==> src/rtl/i2ctrb_pkg.sv <==
// ----------------------------------------------------------------------------
// i2ctrb_pkg
// shared item types and event codes for the i2c target register bank
// ----------------------------------------------------------------------------
package i2ctrb_pkg;

    localparam logic [1:0] KIND_RX_BYTE = 2'd0;
    localparam logic [1:0] KIND_TX_REQ  = 2'd1;
    localparam logic [1:0] KIND_STOP    = 2'd2;
    localparam logic [1:0] KIND_OTHER   = 2'd3;

    typedef struct packed {
        logic [1:0] kind;
        logic [7:0] rx_byte;
    } t_in_item;

    typedef struct packed {
        logic [7:0] tx_byte;
        logic       tx_valid;
    } t_out_item;

    typedef struct packed {
        logic wr_en;
        logic rd_en;
        logic tx_req;
    } t_mem_op;

endpackage

==> src/rtl/i2ctrb_ram.sv <==
// ----------------------------------------------------------------------------
// i2ctrb_ram
// generic single write port ram with registered read
// ----------------------------------------------------------------------------
module i2ctrb_ram #(
    parameter int WIDTH = 8,
    parameter int DEPTH = 512
) (
    input  logic                                    i_clk,
    input  logic                                    i_wr_en,
    input  logic [(DEPTH > 1 ? $clog2(DEPTH) : 1)-1:0] i_wr_addr,
    input  logic [WIDTH-1:0]                        i_wr_data,
    input  logic                                    i_rd_en,
    input  logic [(DEPTH > 1 ? $clog2(DEPTH) : 1)-1:0] i_rd_addr,
    output logic [WIDTH-1:0]                        o_rd_data
);

    logic [WIDTH-1:0] r_mem [DEPTH];
    logic [WIDTH-1:0] r_rd_data;

    always_ff @(posedge i_clk) begin
        if (i_wr_en) begin
            r_mem[i_wr_addr] <= i_wr_data;
        end
        if (i_rd_en) begin
            r_rd_data <= r_mem[i_rd_addr];
        end
    end

    assign o_rd_data = r_rd_data;

endmodule

==> src/rtl/i2ctrb_ctrl.sv <==
// ----------------------------------------------------------------------------
// i2ctrb_ctrl
// target, byte index and store access decode for one bus event per item
// ----------------------------------------------------------------------------
module i2ctrb_ctrl
    import i2ctrb_pkg::*;
#(
    parameter int REG_COUNT     = 128,
    parameter int BYTES_PER_REG = 4,
    parameter int ADDR_W        = 9
) (
    input  logic              i_clk,
    input  logic              i_rst_n,
    input  logic              i_accept,
    input  t_in_item          i_item,
    output t_mem_op           o_op,
    output logic [ADDR_W-1:0] o_addr,
    output logic [7:0]        o_wdata
);

    localparam int REG_W = (REG_COUNT > 1) ? $clog2(REG_COUNT) : 1;
    localparam int IDX_W = (BYTES_PER_REG > 1) ? $clog2(BYTES_PER_REG) : 1;

    logic             r_wr_tgt_vld, n_wr_tgt_vld;
    logic [REG_W-1:0] r_wr_tgt, n_wr_tgt;
    logic             r_rd_tgt_vld, n_rd_tgt_vld;
    logic [REG_W-1:0] r_rd_tgt, n_rd_tgt;
    logic [IDX_W-1:0] r_idx, n_idx;

    logic [REG_W-1:0] reg_lut [128];
    logic [REG_W-1:0] sel_reg;
    logic [REG_W-1:0] acc_reg;
    logic             idx_last;
    logic [IDX_W-1:0] idx_inc;

    // register number modulo bank size, as a constant table
    for (genvar g = 0; g < 128; g++) begin : g_reg_lut
        assign reg_lut[g] = REG_W'(g % REG_COUNT);
    end

    assign sel_reg  = reg_lut[i_item.rx_byte[7:1]];
    assign idx_last = (r_idx == IDX_W'(BYTES_PER_REG - 1));
    assign idx_inc  = idx_last ? '0 : r_idx + IDX_W'(1);
    assign acc_reg  = (i_item.kind == KIND_TX_REQ) ? r_rd_tgt : r_wr_tgt;
    assign o_addr   = ADDR_W'(acc_reg) * ADDR_W'(BYTES_PER_REG) + ADDR_W'(r_idx);
    assign o_wdata  = i_item.rx_byte;

    always_comb begin
        n_wr_tgt_vld = r_wr_tgt_vld;
        n_wr_tgt     = r_wr_tgt;
        n_rd_tgt_vld = r_rd_tgt_vld;
        n_rd_tgt     = r_rd_tgt;
        n_idx        = r_idx;
        o_op         = '0;
        if (i_accept) begin
            case (i_item.kind)
                KIND_RX_BYTE: begin
                    if (!r_wr_tgt_vld) begin
                        if (i_item.rx_byte[0]) begin
                            n_wr_tgt     = sel_reg;
                            n_wr_tgt_vld = 1'b1;
                        end else begin
                            n_rd_tgt     = sel_reg;
                            n_rd_tgt_vld = 1'b1;
                        end
                    end else begin
                        o_op.wr_en = 1'b1;
                        n_idx      = idx_inc;
                        if (idx_last) begin
                            n_wr_tgt_vld = 1'b0;
                        end
                    end
                end
                KIND_TX_REQ: begin
                    o_op.tx_req = 1'b1;
                    if (r_rd_tgt_vld) begin
                        o_op.rd_en = 1'b1;
                        n_idx      = idx_inc;
                    end
                end
                KIND_STOP: begin
                    if (r_idx != '0) begin
                        n_wr_tgt_vld = 1'b0;
                        n_rd_tgt_vld = 1'b0;
                        n_wr_tgt     = '0;
                        n_rd_tgt     = '0;
                        n_idx        = '0;
                    end
                end
                KIND_OTHER: begin
                end
                default: begin
                end
            endcase
        end
    end

    always_ff @(posedge i_clk) begin
        if (!i_rst_n) begin
            r_wr_tgt_vld <= 1'b0;
            r_wr_tgt     <= '0;
            r_rd_tgt_vld <= 1'b0;
            r_rd_tgt     <= '0;
            r_idx        <= '0;
        end else begin
            r_wr_tgt_vld <= n_wr_tgt_vld;
            r_wr_tgt     <= n_wr_tgt;
            r_rd_tgt_vld <= n_rd_tgt_vld;
            r_rd_tgt     <= n_rd_tgt;
            r_idx        <= n_idx;
        end
    end

endmodule

==> src/rtl/i2c_target_register_bank_core.sv <==
// ----------------------------------------------------------------------------
// i2c_target_register_bank_core
// byte-level i2c target serving a bank of multi-byte registers
// ----------------------------------------------------------------------------
// One bus event is taken per clock cycle while o_in_stall is low. Its result
// passes the read stage and then the output register: the store is a ram with a
// registered read, so a transmit request reads in the cycle it is taken and the
// byte is moved to the output register when the read stage advances. After
// reset the store is swept to zero, one byte per cycle, over all REG_COUNT *
// BYTES_PER_REG bytes (512 at the default size); no item is taken during that pass.
module i2c_target_register_bank_core
    import i2ctrb_pkg::*;
#(
    parameter int REG_COUNT     = 128,
    parameter int BYTES_PER_REG = 4
) (
    input  logic      i_clk,
    input  logic      i_rst_n,
    input  logic      i_in_valid,
    input  t_in_item  i_in_item,
    output logic      o_in_stall,
    output logic      o_out_valid,
    output t_out_item o_out_item,
    input  logic      i_out_stall
);

    localparam int STORE_SIZE = REG_COUNT * BYTES_PER_REG;
    localparam int ADDR_W     = (STORE_SIZE > 1) ? $clog2(STORE_SIZE) : 1;

    logic              accept;
    t_mem_op           mem_op;
    logic [ADDR_W-1:0] mem_addr;
    logic [7:0]        mem_wdata;
    logic [7:0]        rd_data;
    logic              ram_we;
    logic [ADDR_W-1:0] ram_waddr;
    logic [7:0]        ram_wdata;
    logic              s1_move;

    logic              r_clr_busy;
    logic [ADDR_W-1:0] r_clr_addr;
    logic              r_s1_valid;
    logic              r_s1_tx;
    logic              r_s1_mem;
    logic              r_out_valid;
    t_out_item         r_out_item;

    assign s1_move    = !r_out_valid || !i_out_stall;
    assign o_in_stall = r_clr_busy || (r_s1_valid && !s1_move);
    assign accept     = i_in_valid && !o_in_stall;

    i2ctrb_ctrl #(
        .REG_COUNT     (REG_COUNT),
        .BYTES_PER_REG (BYTES_PER_REG),
        .ADDR_W        (ADDR_W)
    ) u_ctrl (
        .i_clk    (i_clk),
        .i_rst_n  (i_rst_n),
        .i_accept (accept),
        .i_item   (i_in_item),
        .o_op     (mem_op),
        .o_addr   (mem_addr),
        .o_wdata  (mem_wdata)
    );

    assign ram_we    = r_clr_busy || mem_op.wr_en;
    assign ram_waddr = r_clr_busy ? r_clr_addr : mem_addr;
    assign ram_wdata = r_clr_busy ? 8'd0 : mem_wdata;

    i2ctrb_ram #(
        .WIDTH (8),
        .DEPTH (STORE_SIZE)
    ) u_store (
        .i_clk     (i_clk),
        .i_wr_en   (ram_we),
        .i_wr_addr (ram_waddr),
        .i_wr_data (ram_wdata),
        .i_rd_en   (mem_op.rd_en),
        .i_rd_addr (mem_addr),
        .o_rd_data (rd_data)
    );

    always_ff @(posedge i_clk) begin
        if (!i_rst_n) begin
            r_clr_busy  <= 1'b1;
            r_clr_addr  <= '0;
            r_s1_valid  <= 1'b0;
            r_out_valid <= 1'b0;
        end else begin
            if (r_clr_busy) begin
                r_clr_addr <= r_clr_addr + ADDR_W'(1);
                if (r_clr_addr == ADDR_W'(STORE_SIZE - 1)) begin
                    r_clr_busy <= 1'b0;
                end
            end
            if (accept) begin
                r_s1_valid <= 1'b1;
            end else if (s1_move) begin
                r_s1_valid <= 1'b0;
            end
            if (s1_move) begin
                r_out_valid <= r_s1_valid;
            end
        end
        if (accept) begin
            r_s1_tx  <= mem_op.tx_req;
            r_s1_mem <= mem_op.rd_en;
        end
        if (r_s1_valid && s1_move) begin
            r_out_item.tx_valid <= r_s1_tx;
            r_out_item.tx_byte  <= r_s1_mem ? rd_data : 8'd0;
        end
    end

    assign o_out_valid = r_out_valid;
    assign o_out_item  = r_out_item;

    // a byte that is not a transmit is always zero
    a_tx_zero: assert property (@(posedge i_clk) disable iff (!i_rst_n)
        o_out_valid && !o_out_item.tx_valid |-> o_out_item.tx_byte == 8'd0)
        else $error("non-transmit result carries a data byte");

    // every accepted item enters the read stage
    a_s1_fill: assert property (@(posedge i_clk) disable iff (!i_rst_n)
        accept |=> r_s1_valid)
        else $error("accepted item lost before read stage");

    // a held read stage keeps its item
    a_s1_hold: assert property (@(posedge i_clk) disable iff (!i_rst_n)
        r_s1_valid && !s1_move |=> r_s1_valid && $stable(r_s1_tx) && $stable(r_s1_mem))
        else $error("read stage dropped or changed a held item");

    // no item reaches the store while it is being swept
    a_clr_excl: assert property (@(posedge i_clk) disable iff (!i_rst_n)
        r_clr_busy |-> !mem_op.wr_en && !mem_op.rd_en)
        else $error("store access during clearing pass");

endmodule

==> config.mk <==
export PLATFORM = sky130hd
export DESIGN_NAME = i2c_target_register_bank_core
export DESIGN_NICKNAME = d
export VERILOG_FILES = /design/src/rtl/i2ctrb_pkg.sv /design/src/rtl/i2ctrb_ram.sv /design/src/rtl/i2ctrb_ctrl.sv /design/src/rtl/i2c_target_register_bank_core.sv
export SDC_FILE = /design/constraint.sdc
export NUM_CORES = 2
export LEC_CHECK = 0
export BUFFER_PORTS_ARGS = -buffer_cell sky130_fd_sc_hd__buf_2
export CELL_PAD_IN_SITES_DETAIL_PLACEMENT = 1
export CELL_PAD_IN_SITES_GLOBAL_PLACEMENT = 2
export CORE_MARGIN = 2
export CORE_UTILIZATION = 40
export CTS_CLUSTER_DIAMETER = 120
export CTS_CLUSTER_SIZE = 14
export DETAILED_ROUTE_END_ITERATION = 12
export PLACE_DENSITY = 0.73
export RECOVER_POWER = 100
export SYNTH_ARGS = -nofsm -noshare
export SYNTH_HDL_FRONTEND = slang
export SYNTH_SLANG_ARGS = --single-unit
export TNS_END_PERCENT = 20
==> constraint.sdc <==
create_clock -name i_clk -period 48 [get_ports i_clk]
set_input_delay 2.4 -clock i_clk [delete_from_list [all_inputs] [get_ports i_clk]]
set_output_delay 2.4 -clock i_clk [all_outputs]
set_load 0.1 [all_outputs]
==> results_dict.tcl <==
set metrics [dict create \
    synth_cell_type_count 69 \
    setup_viol 0 \
    grt_pass1_wl_mm 617 \
    io_pins 25 \
    hold_viol 0 \
    wire_per_inst_um 32.9 \
    cp_max_fo 202 \
    cap_violations 71 \
    avgSynthCellArea_um2 20.8 \
    seq_area_frac_synth_pct 77.4 \
    peakVddDrop_mv 0.0282 \
    synthCells 7731 \
    violations "max-capacitance violations, max-slew violations" \
    hold_buffers 0 \
    yosysMostFrequentCell "edfxtp_1" \
    leakage_nw 51.5 \
    clkSlewWorstSetupHoldPaths_ns 0.07 \
    p_per_area_nw_per_um2 37.0 \
    crit_arrival_ns 19.13 \
    cts.sinks 4145 \
    drc 0 \
    start_util_pct 40.2 \
    synth_edf_count 4115 \
    place.gp.congestion 0.813 \
    synth_top_area_share_pct 77.0 \
    clk_latency_ns 0.95 \
    synth-main-ff-cell "edfxtp_1" \
    worstHoldPathType "reg -> reg" \
    syn_nets 7749 \
    grt.overflow.total 0 \
    vias 78100 \
    antenna_found_initial 34 \
    worst_slew_pin_slew_ns 10.26 \
    dr.pass1.iters 5 \
    cts_max_path_buffers 4 \
    rsz0062_at_grt "no" \
    die_x_um 637 \
    period_share_pct 39.5 \
    cp-end-kind "flop" \
    final_net_count 7774 \
    die_h_um 637 \
    coreArea_um2 399000 \
    fin_skew_ns 0.0542 \
    layout-drive-gt1-share_pct 19.4 \
    netlist_area_um2 160000 \
    detailed_place_hpwl_mm 253 \
    synth.top_cells.by_area "edfxtp_1 (77%), mux4_2 (14%), nand2_1 (1.3%)" \
    yosys.area.top_type "edfxtp_1" \
    wirelength_mm 431 \
    cts-root-buf "clkbuf_16" \
    yosys_register_bits 4145 \
    fill_cells 36700 \
    port_buffers 24 \
    status "complete, but fails checks" \
    htree_levels 5 \
    grt_pass1_vias 81500 \
    whs_ns 0.520 \
    die_area_um2 406000 \
    drtIter0Drc 9321 \
    yosysWarnings 0 \
    rows 232 \
    finalCriticalPeriod_ns 18.96 \
    numCtsBuffers 334 \
    cp.required_ns 48.17 \
    start_kind "primary input" \
    async_flop_share_pct 0 \
    worst-setup-path-type "in -> reg" \
    dp.cells 12700 \
    relSlewSlack_pct -584 \
    max_freq_mhz 52.8 \
    synth_common_cells "edfxtp_1 (4115), mux4_2 (1024), nand2_1 (573), nor2_1 (563), nand3_1 (218)" \
    final_antenna_net_count 0 \
    area_delta_synth_final_pct 8.77 \
    setup_tns_ns 0 \
    maxSlewViolCount 4812 \
    grt_max_degree 203 \
    stdcell_count 13100 \
    vias_per_cell 5.97 \
    cts_tree "yes" \
    cts_resized 0 \
    grt_use_total_pct 21.0 \
    post_cts_buffers 0 \
]
where the power goes:
group          internal, mW  switching (mW)
clock                  1.28            1.23
sequential             3.92        0.000845
combinational       0.00722          0.0343
total                  5.20            1.26
worst max-delay path, cell delays in order:
cell and delay (ns):
clkbuf_1 0.26, nor2b_2 0.20, clkbuf_1 7.06, clkbuf_1 3.59, clkbuf_1 2.66, clkbuf_1 2.71
placed cells by master (no fill, tap or decap), types with 21 or more instances in the layout:
cell type | synthesis | layout
clkbuf_1 | 123 | 118
nand4_1 | 58 | 58
buf_4 | 86 | 69
dfxtp_1 | 30 | 27
a211oi_1 | 22 | 21
o31ai_1 | 24 | 23
nor3_1 | 24 | 24
nand2_1 | 573 | 571
clkbuf_16 | 0 | 341
a31oi_1 | 60 | 60
nor2_1 | 563 | 563
o22ai_1 | 190 | 190
mux2i_1 | 61 | 61
nand3_1 | 218 | 218
edfxtp_1 | 4115 | 4115
o21ai_0 | 49 | 52
mux4_2 | 1024 | 1024
routing by layer:
layer  GRT usage (%)  vias to the layer above  share of wire (%)
met5               0                        -              0.014
met4            6.35                       10                3.2
li1                -                    31700                  -
met2            33.8                     3264                 48
met1            29.2                    42500                 41
met3            3.82                      630                7.7
cell families after synthesis:
kind of cell / Yosys count / share of synthesized area [%]
AO/OA/AOI/OAI: 449 / 1.88
XOR/XNOR: 3 / 0.0164
adder cells (fa/ha/maj): 4 / 0.0312
buffers and inverters: 490 / 1.69
flip-flops: 4145 / 77.4
multiplexers: 1092 / 14.8
AND/OR/NAND/NOR: 1548 / 4.18
metrics by stage:
stage / total power [mW] / setup WS, ns / instance area (um^2) / util (%)
after detailed placement: 4.04 / 40.22 / 166000 / 41.6
after CTS: 6.51 / 40.17 / 175000 / 43.9
after global placement: 4.04 / 40.14 / 166000 / 41.6
final: 6.46 / 29.04 / 175000 / 43.7
after global routing: 6.62 / 27.92 / 175000 / 43.7
after floorplan: 4.01 / 30.70 / 160000 / -
sequential cells by signal, summed over array words and instances, names as in the netlist:
signal / flops
r_s1_tx: 1
r_s1_valid: 1
r_clr_busy: 1
r_s1_mem: 1
u_store.o_rd_data: 8
r_clr_addr: 9
u_ctrl.r_rd_tgt_vld: 1
u_ctrl.r_wr_tgt_vld: 1
o_out_item: 9
o_out_valid: 1
u_ctrl.r_idx: 2
u_ctrl.r_wr_tgt: 7
u_ctrl.r_rd_tgt: 7
u_store.r_mem: 4096
final timing paths:
path | cells past startpoint | slack, ns | end | startpoint
max | 6 | 29.04 | u_store.r_mem[198][3] | i_in_item[3]
min | 2 | 0.52 | u_ctrl.r_wr_tgt[4] | u_ctrl.r_wr_tgt[4]
max reg2reg | 6 | 30.20 | u_store.r_mem[198][3] | r_clr_busy
min reg2reg | 2 | 0.52 | u_ctrl.r_wr_tgt[4] | u_ctrl.r_wr_tgt[4]
layout make-up:
class	instances	area, um^2	share of cell area, %
flip-flops and latches	4145	124000	71.1
diodes	9	22.5	0.0129
multi-input cells	3096	33700	19.3
clock inverters	22	324	0.186
well taps	5265	6590	3.77
inverters	11	41.3	0.0237
repair buffers	168	1060	0.606
clock buffers	373	8650	4.96
(Power assumes the default switching activity.)
